`src/sv/pufb_pkg.sv`:
```
`timescale 1ns / 1ps
// ----------------------------------------------------------------------------
// pufb_pkg
// Shared widths, register indexes, datapath op codes and the command/status
// structs between the controller and the datapath of the bipartite checker.
// ----------------------------------------------------------------------------
package pufb_pkg;

   // field widths
   localparam int NODE_W = 10;
   localparam int CFG_W  = 11;
   localparam int NUM_W  = 16;
   localparam int IDX_W  = 1;

   // parameter defaults
   localparam int MAX_NODES_DEF      = 1024;
   localparam int MAX_BASE_EDGES_DEF = 1024;

   // register indexes
   localparam logic [IDX_W-1:0] CSR_NODE_COUNT      = 1'd0;
   localparam logic [IDX_W-1:0] CSR_EDGES_PER_BATCH = 1'd1;

   // register reset values
   localparam logic [CFG_W-1:0] NODE_COUNT_RST = 11'd1024;
   localparam logic [CFG_W-1:0] EPB_RST        = 11'd1;

   // datapath ops
   localparam logic [3:0] OP_NONE   = 4'd0;
   localparam logic [3:0] OP_LATCH  = 4'd1;
   localparam logic [3:0] OP_STORE  = 4'd2;
   localparam logic [3:0] OP_FSTART = 4'd3;
   localparam logic [3:0] OP_FWALK  = 4'd4;
   localparam logic [3:0] OP_FCOMP  = 4'd5;
   localparam logic [3:0] OP_CHECK  = 4'd6;
   localparam logic [3:0] OP_SZ1    = 4'd7;
   localparam logic [3:0] OP_SZ2    = 4'd8;
   localparam logic [3:0] OP_LINK   = 4'd9;
   localparam logic [3:0] OP_BATCH  = 4'd10;
   localparam logic [3:0] OP_CLR    = 4'd11;
   localparam logic [3:0] OP_RPL_RD = 4'd12;
   localparam logic [3:0] OP_RPL_LD = 4'd13;

   // find operand select
   localparam logic [1:0] SEL_A  = 2'd0;
   localparam logic [1:0] SEL_B  = 2'd1;
   localparam logic [1:0] SEL_AN = 2'd2;
   localparam logic [1:0] SEL_BN = 2'd3;

   typedef struct packed {
      logic [3:0] op;
      logic [1:0] sel;
      logic       dst;     // 0: root to rx, 1: root to ry
   } cmd_type;

   typedef struct packed {
      logic in_range;
      logic mode;
      logic base_full;
      logic walk_root;
      logic start_is_root;
      logic comp_done;
      logic roots_equal;
      logic clr_last;
      logic rpl_done;
      logic batch_close;
      logic conflict;
   } sts_type;

endpackage

```
`src/sv/pufb_ctrl.sv`:
```
`timescale 1ns / 1ps
// ----------------------------------------------------------------------------
// pufb_ctrl
// Controller: sequences finds, links, batch close, table clear and replay of
// the stored base edges, issuing one datapath op per cycle.
// ----------------------------------------------------------------------------
module pufb_ctrl (
   input  logic              clock,
   input  logic              reset,
   input  logic              start,
   output logic              busy,
   input  pufb_pkg::sts_type sts,
   output pufb_pkg::cmd_type cmd
);

   import pufb_pkg::*;

   localparam logic [3:0] S_CLR     = 4'd0;
   localparam logic [3:0] S_IDLE    = 4'd1;
   localparam logic [3:0] S_DECIDE  = 4'd2;
   localparam logic [3:0] S_FSTART  = 4'd3;
   localparam logic [3:0] S_FWALK   = 4'd4;
   localparam logic [3:0] S_FCOMP   = 4'd5;
   localparam logic [3:0] S_FEND    = 4'd6;
   localparam logic [3:0] S_SZ1     = 4'd7;
   localparam logic [3:0] S_SZ2     = 4'd8;
   localparam logic [3:0] S_LINK    = 4'd9;
   localparam logic [3:0] S_BATCH   = 4'd10;
   localparam logic [3:0] S_RPL_RD  = 4'd11;
   localparam logic [3:0] S_RPL_LD  = 4'd12;
   localparam logic [3:0] S_RPL_CHK = 4'd13;

   // phase: conflict check, first merge, second merge
   localparam logic [1:0] PH_CHK = 2'd0;
   localparam logic [1:0] PH_M1  = 2'd1;
   localparam logic [1:0] PH_M2  = 2'd2;

   logic [3:0] state_ff, state_in;
   logic [1:0] ph_ff, ph_in;
   logic       sub_ff, sub_in;
   logic       replay_ff, replay_in;
   logic [3:0] mdone_state;
   logic [1:0] mdone_ph;

   // where to go once a merge is finished
   always_comb begin
      mdone_ph = ph_ff;
      if (ph_ff == PH_M1) begin
         mdone_state = S_FSTART;
         mdone_ph    = PH_M2;
      end else if (replay_ff) begin
         mdone_state = S_RPL_RD;
      end else if (sts.mode) begin
         mdone_state = S_BATCH;
      end else begin
         mdone_state = S_IDLE;
      end
   end

   // find operand for this phase and operand slot
   always_comb begin
      case ({ph_ff, sub_ff})
         {PH_CHK, 1'b0}: cmd.sel = SEL_A;
         {PH_CHK, 1'b1}: cmd.sel = SEL_B;
         {PH_M1,  1'b0}: cmd.sel = SEL_A;
         {PH_M1,  1'b1}: cmd.sel = SEL_BN;
         {PH_M2,  1'b0}: cmd.sel = SEL_AN;
         default:        cmd.sel = SEL_B;
      endcase
      cmd.dst = sub_ff;
   end

   // next state
   always_comb begin
      state_in  = state_ff;
      ph_in     = ph_ff;
      sub_in    = sub_ff;
      replay_in = replay_ff;
      cmd.op    = OP_NONE;
      unique case (state_ff)
         S_CLR: begin
            cmd.op = OP_CLR;
            if (sts.clr_last) begin
               state_in = replay_ff ? S_RPL_RD : S_IDLE;
            end
         end
         S_IDLE: begin
            if (start) begin
               cmd.op   = OP_LATCH;
               state_in = S_DECIDE;
            end
         end
         S_DECIDE: begin
            sub_in = 1'b0;
            if (!sts.in_range) begin
               state_in = S_IDLE;
            end else if (!sts.mode) begin
               if (sts.base_full) begin
                  state_in = S_IDLE;
               end else begin
                  cmd.op   = OP_STORE;
                  ph_in    = PH_M1;
                  state_in = S_FSTART;
               end
            end else begin
               ph_in    = PH_CHK;
               state_in = S_FSTART;
            end
         end
         S_FSTART: begin
            cmd.op   = OP_FSTART;
            state_in = S_FWALK;
         end
         S_FWALK: begin
            cmd.op = OP_FWALK;
            if (sts.walk_root) begin
               state_in = sts.start_is_root ? S_FEND : S_FCOMP;
            end
         end
         S_FCOMP: begin
            cmd.op = OP_FCOMP;
            if (sts.comp_done) begin
               state_in = S_FEND;
            end
         end
         S_FEND: begin
            if (!sub_ff) begin
               sub_in   = 1'b1;
               state_in = S_FSTART;
            end else begin
               sub_in = 1'b0;
               if (ph_ff == PH_CHK) begin
                  cmd.op   = OP_CHECK;
                  ph_in    = PH_M1;
                  state_in = S_FSTART;
               end else if (sts.roots_equal) begin
                  ph_in    = mdone_ph;
                  state_in = mdone_state;
               end else begin
                  state_in = S_SZ1;
               end
            end
         end
         S_SZ1: begin
            cmd.op   = OP_SZ1;
            state_in = S_SZ2;
         end
         S_SZ2: begin
            cmd.op   = OP_SZ2;
            state_in = S_LINK;
         end
         S_LINK: begin
            cmd.op   = OP_LINK;
            ph_in    = mdone_ph;
            state_in = mdone_state;
         end
         S_BATCH: begin
            cmd.op = OP_BATCH;
            if (sts.batch_close && sts.conflict) begin
               replay_in = 1'b1;
               state_in  = S_CLR;
            end else begin
               state_in = S_IDLE;
            end
         end
         S_RPL_RD: begin
            if (sts.rpl_done) begin
               replay_in = 1'b0;
               state_in  = S_IDLE;
            end else begin
               cmd.op   = OP_RPL_RD;
               state_in = S_RPL_LD;
            end
         end
         S_RPL_LD: begin
            cmd.op   = OP_RPL_LD;
            state_in = S_RPL_CHK;
         end
         S_RPL_CHK: begin
            sub_in = 1'b0;
            if (sts.in_range) begin
               ph_in    = PH_M1;
               state_in = S_FSTART;
            end else begin
               state_in = S_RPL_RD;
            end
         end
         default: state_in = S_IDLE;
      endcase
   end

   always_ff @(posedge clock) begin
      if (reset) begin
         state_ff  <= S_CLR;
         ph_ff     <= PH_CHK;
         sub_ff    <= 1'b0;
         replay_ff <= 1'b0;
      end else begin
         state_ff  <= state_in;
         ph_ff     <= ph_in;
         sub_ff    <= sub_in;
         replay_ff <= replay_in;
      end
   end

   assign busy = (state_ff != S_IDLE);

   // checks
   a_reset_clears: assert property (@(posedge clock)
      reset |=> (state_ff == S_CLR) && !replay_ff)
      else $error("reset did not start the table clear");

   a_accept_busy: assert property (@(posedge clock) disable iff (reset)
      (start && !busy) |=> busy)
      else $error("accepted beat did not raise busy");

   a_rebuild: assert property (@(posedge clock) disable iff (reset)
      (state_ff == S_BATCH && sts.batch_close && sts.conflict)
      |=> (state_ff == S_CLR) && replay_ff)
      else $error("conflicting batch did not start a rebuild");

   a_replay_busy: assert property (@(posedge clock) disable iff (reset)
      replay_ff |-> (state_ff != S_IDLE) && (ph_ff != PH_CHK || state_ff == S_CLR
         || state_ff == S_RPL_RD || state_ff == S_RPL_LD || state_ff == S_RPL_CHK))
      else $error("replay ran a conflict check or went idle");

endmodule

```
`config.mk`:
```
export PLATFORM = sky130hd
export DESIGN_NAME = pufb_ctrl
export DESIGN_NICKNAME = d
export VERILOG_FILES = /design/src/sv/pufb_pkg.sv /design/src/sv/pufb_ctrl.sv
export SDC_FILE = /design/constraint.sdc
export NUM_CORES = 1
export LEC_CHECK = 0
export BUFFER_PORTS_ARGS = -buffer_cell sky130_fd_sc_hd__buf_2
export CAP_MARGIN = 0
export CORE_MARGIN = 2
export CORE_UTILIZATION = 29
export CTS_BUF_LIST = sky130_fd_sc_hd__clkbuf_16
export DETAILED_ROUTE_END_ITERATION = 6
export SYNTH_ARGS = -nofsm -noshare
export SYNTH_HDL_FRONTEND = slang
export SYNTH_SLANG_ARGS = --single-unit
```
`constraint.sdc`:
```
create_clock -name clock -period 1.8 [get_ports clock]
set_input_delay 0.18 -clock clock [delete_from_list [all_inputs] [get_ports clock]]
set_output_delay 0.18 -clock clock [all_outputs]
set_load 0.1 [all_outputs]
```
==> run summary, run 1 <==
GRT met2 Usage: 25.0%
WS Path Type: reg2out
Top Family by Delay on Critical Path: buffers and inverters
final setup fails: 0
Leak: 0.562 nW
crit-path max cell delay: 0.32 ns
Setup Total Neg Slack: 0 ns
Vias: 1136
RR Endpoint: ph_ff[0]$_SDFFE_PP0P_
utilization after layout: 43.7%
final antenna-violating net count: 0
Post-Synthesis Cells: 139
Hold Slack: 0.241 ns
Hold Path Class: in2reg
met1 Use GR: 18.6%
max frequency: 0.575 GHz
total core area: 3390 µm²
DP Wirelength: 2.26 mm
Syn Area/Cell: 7.49 µm²
outcome: finished clean
FILL cells: 325
I/O pin total: 22
register-to-register path setup slack: 0.20 ns
Nets: 179
drt wl/cell: 14.2 µm
Cell Area, Placed: 1360 µm²
CTS hold repair buffers: 0
share of cells above drive strength 1: 37.1%
first-pass GRT wire length: 4.88 mm
Die ar.: 4090 µm²
EDFF count, synth: 0
Final Hold Fails: 0
yosys warns: 0
htree depth: 1
vias in the first global route: 1061
synthesized cell area: 1040 µm²
Die Y: 63.9 µm
Synth top area share: 15.4%
Final Instance Area: 1480 µm²
Clock transition at path regs: 0.04 ns
Post-Syn Nets: 157
largest cells by area after synthesis: dfxtp_1 (15%), a21oi_1 (7.2%), ha_1 (4.8%), buf_6 (4.3%), nor3_1 (3.8%)
total power: 1.11 mW
Yosys reg bits: 8
Crit path arrival time: 1.56 ns
TritonCTS Buffers: 3
GRT Residual Overflow: 0
DRC viols: 0
vias per cell: 5.54
largest net degree at the start of global routing: 22
CP Max Fanout: 17
fin crit share: 96.6%
dpl cells: 202
top_reg_cell synth: dfxtp_1
final clock skew: 0.00376 ns
reg2reg path depth: 6
clk buf depth: 2
WHS Path Cells: 3
worst-path cell chain: buf_6, inv_1, a21oi_4, a311oi_4, buf_12
CP endpoint kind: output pin
Critical Path Source Type: flip-flop
Hold EP: state_ff[1]$_SDFFE_PP0P_
Max-Cap Viols: 0
pre-CTS setup slack: 0.172 ns
area delta synth->final: 42.2%
Worst path slowest cell: dfxtp_2
met3 usage: 2.99%
hold path start: sts[6]
most frequent cells in the layout: buf_2 (15), a21oi_1 (13), nand2_1 (9)
most common cell after layout, fill and taps aside: buf_2
IR drop worst, VDD: 344 µV
RSZ-0062 raised after global routing: false
wirelength, routed: 2.92 mm
TritonCTS clock tree: done
final setup margin: 0.0607 ns
Initial Utilization: 30.7%
min cycle time layout: 1.74 ns
Clk Tree Root Cell: clkbuf_16
gpl congestion: 0.867
Pre-antenna DRT Iters: 4
Slew headroom: 67.7%
Clock Latency Late Sink: 0.23 ns
Seq/Total Area, Yosys: 15.4%
cell taking the most area after synthesis: dfxtp_1
FF-to-FF Start: state_ff[1]$_SDFFE_PP0P_
Power Density: 751 nW/µm²
setup repair bufs after CTS: 0
final std cells w/o fill: 205
initial antenna violation count: 0
Final Slew Violations: 0
DR iter-0 viols: 39
IO buf count: 21
critical path required time: 1.62 ns
CP bufs+invs: 3
Most Crowded Layer GR: met2
global-route usage over all layers: 14.9%
antenna diode count: 0
die width: 63.9 µm
Async SR Flop Fraction: 0%
Slew @ Worst Pin: 0.487 ns
Rows: 21
clock tree sinks: 8
Synth cell types: 48
## repair_timing
item	CTS	global route
gates resized for setup	7	10
setup endpoints to repair	3	4
pin swaps	2	3
## cells in the mapped netlist, types with 2 or more instances
library cell	number
nor4_1	2
o211ai_1	2
a211oi_1	3
a311oi_1	3
o31ai_1	3
nor2_1	7
or3_1	2
nand3_1	4
nor2b_1	2
o22ai_1	5
buf_6	4
ha_1	4
nand2b_1	5
nor3b_1	3
and3b_1	2
o31a_1	2
dfxtp_1	8
a21o_1	4
inv_1	3
buf_2	5
clkbuf_1	2
o21ai_0	4
a31oi_1	3
a21oi_1	15
mux2i_1	3
nor3_1	8
buf_4	2
nand2_1	9
## how the worst max path moves through the flow
stage,startpoint,end,cells past startpoint,slack (ns)
floorplan,state_ff[3]$_SDFFE_PP0P_,cmd[5],3,-0.25
detailed placement,sts[9],cmd[4],6,0.17
global route,state_ff[3]$_SDFFE_PP0P_,cmd[3],5,0.006
finish,state_ff[3]$_SDFFE_PP0P_,cmd[3],5,0.06
global placement,sts[9],cmd[4],6,0.16
CTS,ph_ff[0]$_SDFFE_PP0P_,cmd[5],7,0.0003
## per-layer routing
metal / routed length, µm / part of all wire [%] / vias to the layer above
met5: 0 / 0 / -
met1: 1320 / 45 / 527
met4: 42 / 1.4 / 0
met2: 1400 / 48 / 29
met3: 155 / 5.3 / 5
li1: - / - / 575
## tightest hold or removal path, delay by kind of cell
kind / cells / cell delay (ns)
buf+inv: 1 / 0.11
simple gates: 1 / 0.07
compound gates: 1 / 0.06
## state kept, by name, summed over array words and instances (netlist names)
signal     flops
ph_ff          2
sub_ff         1
replay_ff      1
state_ff       4
## where the power goes
part	leakage, nW	internal (mW)	switching [mW]
Combinational	0.458	0.202	0.326
Clock	0.0370	0.287	0.0898
Sequential	0.0670	0.188	0.0189
## logic make-up after synthesis
| logic type | after synthesis | synth area share, % |
|---|---|---|
| AND/OR/NAND/NOR | 50 | 27.6 |
| adder cells (fa/ha/maj) | 4 | 4.81 |
| flip-flops | 8 | 15.4 |
| AO/OA/AOI/OAI | 55 | 38.0 |
| buffers and inverters | 19 | 11.3 |
| multiplexers | 3 | 2.88 |
## area by class of cell
type	instances	area [µm²]	share of cell area (%)
clock buffers	3	75.1	5.07
flip-flops and latches	8	168	11.3
multi-input cells	112	881	59.5
well taps	46	57.6	3.89
inverters	5	21.3	1.44
repair buffers	31	278	18.8
Power figures use the tool's default switching activity.
==> inputs of run 2 (changes only) <==
SETUP_SLACK_MARGIN = 0.2   (was unset)
SKIP_CTS_REPAIR_TIMING = 1   (was unset)
==> run 2 against run 1 <==
Critical path depth unchanged; core utilization up 6.8 points; die area unchanged; setup slack worse by 0.041 ns.
==> run summary, run 2 (same netlist as run 1, synthesis figures left out) <==
outcome: finished clean
FF-to-FF Start: ph_ff[0]$_SDFFE_PP0P_
P_sw: 463 µW
drt wl/cell: 16.5 µm
total core area: 3390 µm²
Power Internal: 744 µW
pre-CTS setup slack: 0.192 ns
Clock transition at path regs: 0.04 ns
initial antenna violation count: 0
wirelength, routed: 3.54 mm
IR drop worst, VDD: 642 µV
vias per cell: 5.74
Critical Path Source Type: flip-flop
Rows: 21
Crit path arrival time: 1.60 ns
dpl cells: 202
final setup margin: 0.0201 ns
Vias: 1234
area delta synth->final: 64.2%
largest net degree at the start of global routing: 25
Slew @ Worst Pin: 0.483 ns
worst-path cell chain: or4b_4, o21ai_2, a21oi_2, o22ai_4, buf_12
share of cells above drive strength 1: 45.6%
GRT Residual Overflow: 0
combinational share of power: 52.6%
TritonCTS clock tree: done
final antenna-violating net count: 0
max FFs per register: 4
htree depth: 1
clock tree sinks: 8
Setup crit end: cmd[4]
Final Hold Fails: 0
Sw Share: 38.4%
Worst path slowest cell: or4b_4
fin crit share: 98.9%
RSZ-0062 raised after global routing: true
IO buf count: 21
RR Endpoint: state_ff[0]$_SDFFE_PP0P_
TritonCTS Buffers: 3
antenna diode count: 0
first-pass GRT wire length: 5.46 mm
Die ar.: 4090 µm²
global-route usage over all layers: 16.4%
Nets: 189
Leak: 0.641 nW
DR iter-0 viols: 132
reg2reg path depth: 5
final clock skew: 0.00309 ns
Final Slew Violations: 0
Critical Path Source: state_ff[3]$_SDFFE_PP0P_
gpl congestion: 0.879
Slew headroom: 68.0%
clock power share: 30.9%
WS Path Type: reg2out
CP Max Fanout: 3
Hold Slack: 0.237 ns
Pre-antenna DRT Iters: 4
sequential fraction of design power: 16.5%
vias in the first global route: 1123
DP Wirelength: 2.38 mm
clk buf depth: 2
most common cell after layout, fill and taps aside: buf_2
Top Registers: state_ff x4, ph_ff x2
DRC viols: 0
most frequent cells in the layout: buf_2 (15), a21oi_1 (12), buf_4 (12)
utilization after layout: 50.4%
crit-path max cell delay: 0.50 ns
Cell Area, Placed: 1390 µm²
Max-Cap Viols: 0
Final Instance Area: 1710 µm²
CP endpoint kind: output pin
Initial Utilization: 30.7%
largest register by flop count: state_ff
Power Density: 707 nW/µm²
Die Y: 63.9 µm
I/O pin total: 22
min cycle time layout: 1.78 ns
critical path required time: 1.62 ns
die width: 63.9 µm
Clock Latency Late Sink: 0.23 ns
max frequency: 0.562 GHz
register-to-register path setup slack: 0.06 ns
final setup fails: 0
Hold Path Class: in2reg
Clk Tree Root Cell: clkbuf_16
final std cells w/o fill: 215
==> run 2: cell types whose count changed in the layout (fill, tap and decap cells not counted), moves of 2 or more <==
cell       previous run  this run
buf_12                6        10
dfxtp_4               1         4
buf_4                 8        12
dfxtp_2               3         1
clkbuf_16             3         6
==> run 2: cell type report <==
type	instances	area [µm²]
fill	308	1680
timing repair buffer	41	452
clock buffer	3	75.1
sequential	8	176
inverter	5	26.3
multi-input combinational	112	922
tap	46	57.6
==> run 2: power by group through the flow <==
stage                     clock, mW  combinational, mW  sequential [mW]
after detailed placement          0              0.522            0.209
after CTS                     0.379              0.524            0.206
final                         0.373              0.635            0.199
after floorplan                   0              0.384            0.198
after global routing          0.399              0.667            0.201
after global placement            0              0.513            0.208
==> run 2: through the flow <==
step                      setup TNS, ns  power [mW]
final                                 0        1.21
after detailed placement              0       0.731
after global routing            -0.0223        1.27
after floorplan                  -0.248       0.582
after CTS                        -0.117        1.11
after global placement                0       0.722
==> run 2: critical path: cells and delay by family, from the launching register on <==
family                 cells  cell delay, ns
AO/OA/AOI/OAI              3            0.33
AND/OR/NAND/NOR            1            0.50
flip-flops                 1            0.35
buffers and inverters      1            0.20
==> run 2: worst min-delay path by stage <==
stage                               end  startpoint  depth (start not counted)
3_5_place_dp   state_ff[1]$_SDFFE_PP0P_      sts[6]                          3
6_report       state_ff[1]$_SDFFE_PP0P_      sts[6]                          3
4_1_cts        state_ff[1]$_SDFFE_PP0P_      sts[6]                          3
3_3_place_gp   state_ff[1]$_SDFFE_PP0P_      sts[6]                          3
2_1_floorplan  state_ff[1]$_SDFFE_PP0P_      sts[6]                          2
5_1_grt        state_ff[1]$_SDFFE_PP0P_      sts[6]                          3
==> run 2: per-layer routing <==
metal	track usage, %	routed length, µm
met1	22.5	1500
met2	27.0	1730
met3	2.46	236
met4	3.80	77
met5	0	0
==> inputs of run 3 (changes only) <==
CORE_UTILIZATION = 35   (was 29)
clock period = 1.63 ns   (was 1.8 ns; I/O delays follow)
==> run 3 against run 2 <==
The flow now finishes with violations (setup timing); design area fell by 3.4%; cell count is 6.0% lower; hold slack lost 0.041 ns; largest power group unchanged; total power up 6.6%; critical endpoint unchanged; clock-buffer cell count did not move; non-clock buffer count grew 2; wire length shrank 7.7%.
==> run summary, run 3 (same netlist as run 1, synthesis figures left out) <==
Pre-antenna DRT Iters: 4
DRC viols: 0
critical path required time: 1.47 ns
DP Wirelength: 2.25 mm
final setup margin: -0.106 ns
gpl congestion: 0.826
Nets: 191
largest net degree at the start of global routing: 25
Top Family by Delay on Critical Path: simple AND/OR/NAND/NOR gates
Critical Path Source Type: flip-flop
fin crit share: 107%
Worst path slowest cell: or4b_4
htree depth: 1
min cycle time layout: 1.74 ns
global-route usage over all layers: 19.0%
DR iter-0 viols: 51
Cell Area, Placed: 1400 µm²
most common cell after layout, fill and taps aside: buf_4
Critical Path Source: state_ff[3]$_SDFFE_PP0P_
Die Y: 58.5 µm
TritonCTS Buffers: 3
I/O pin total: 22
WHS Path Cells: 3
largest register by flop count: state_ff
vias in the first global route: 1121
Slew @ Worst Pin: 0.482 ns
crit-path max cell delay: 0.50 ns
IO buf count: 21
initial antenna violation count: 0
Leak: 0.639 nW
max frequency: 0.576 GHz
Clk Tree Root Cell: clkbuf_16
dpl cells: 191
Max-Cap Viols: 0
Final Instance Area: 1650 µm²
Crit path arrival time: 1.57 ns
share of cells above drive strength 1: 49.1%
pre-CTS setup slack: 0.0423 ns
Final Hold Fails: 0
GRT Residual Overflow: 0
Rows: 19
final antenna-violating net count: 0
outcome: finished, violations left
max FFs per register: 4
Hold EP: state_ff[1]$_SDFFE_PP0P_
Top Metal Used: met4
WS Path Type: reg2out
clk buf depth: 2
Top Registers: state_ff x4, ph_ff x2
total core area: 2780 µm²
wirelength, routed: 3.27 mm
RR Endpoint: ph_ff[0]$_SDFFE_PP0P_
IR drop worst, VDD: 749 µV
CP bufs+invs: 1
met3 WL post-DR: 202 µm
Slew headroom: 68.1%
drt wl/cell: 16.2 µm
register-to-register path setup slack: 0.15 ns
Power Density: 779 nW/µm²
RSZ-0062 raised after global routing: true
Clock Latency Late Sink: 0.24 ns
final setup fails: 4
TritonCTS clock tree: done
final clock skew: 0.00699 ns
antenna diode count: 0
Vias: 1248
Initial Utilization: 37.4%
Clock transition at path regs: 0.04 ns
Setup Total Neg Slack: -0.245 ns
DRT met1 WL: 1.35 mm
utilization after layout: 59.4%
failing checks: setup timing
CP endpoint kind: output pin
Hold Path Class: in2reg
Die ar.: 3430 µm²
clock tree sinks: 8
FF-to-FF Start: state_ff[3]$_SDFFE_PP0P_
final std cells w/o fill: 202
reg2reg path depth: 5
area delta synth->final: 58.7%
worst-path cell chain: or4b_4, o21ai_2, a21oi_2, o22ai_4, buf_12
Final Slew Violations: 0
first-pass GRT wire length: 5.12 mm
hold path start: sts[6]
vias per cell: 6.18
WL met2: 1.68 mm
most frequent cells in the layout: buf_4 (17), buf_2 (14), a21oi_1 (13)
die width: 58.5 µm
CP Max Fanout: 2
-- run 3: cell types whose count changed in the layout (fill, tap and decap cells not counted), moves of 2 or more --
| cell | change |
|---|---|
| buf_4 | +5 |
| clkbuf_16 | -3 |
| nand2b_4 | +2 |
| dfxtp_1 | -2 |
| buf_12 | -3 |
| buf_6 | +2 |
-- run 3: cell type report --
cell class | instances | area [µm²]
Multi-Input combinational cell | 112 | 933
Inverter | 5 | 28.8
Sequential cell | 8 | 181
Clock buffer | 3 | 75.1
Fill cell | 252 | 1130
Tap cell | 31 | 38.8
Timing Repair Buffer | 43 | 394
-- run 3: where the power goes --
part | leakage (nW) | switching [mW] | internal (mW)
Sequential | 0.0696 | 0.0185 | 0.204
Combinational | 0.532 | 0.377 | 0.259
Clock | 0.0370 | 0.111 | 0.318
-- run 3: worst max-delay path by stage --
stage	to	slack, ns	cells past startpoint
after floorplan	cmd[3]	-0.28	5
after global placement	cmd[4]	0.07	5
after detailed placement	state_ff[1]$_SDFFE_PP0P_	0.04	6
after CTS	cmd[4]	-0.20	6
after global routing	cmd[6]	-0.15	5
final	cmd[4]	-0.11	5
-- run 3: routing by layer --
layer / vias to the layer above / GRT usage [%]
li1: 604 / -
met1: 583 / 23.3
met2: 56 / 32.4
met3: 5 / 3.52
met4: 0 / 7.97
met5: - / 0
-- run 3: worst register-to-register path: cells and delay by family, from the launching register on --
family                 cells  cell delay (ns)
AO/OA/AOI/OAI              3             0.67
flip-flops                 1             0.32
AND/OR/NAND/NOR            1             0.22
buffers and inverters      1             0.16
-- run 3: metrics by stage --
| step | hold WS (ns) | power [mW] |
|---|---|---|
| global placement | 0.457 | 0.810 |
| CTS | 0.209 | 1.24 |
| global route | 0.231 | 1.33 |
| detailed placement | 0.456 | 0.817 |
| finish | 0.196 | 1.29 |
| floorplan | 0.324 | 0.647 |
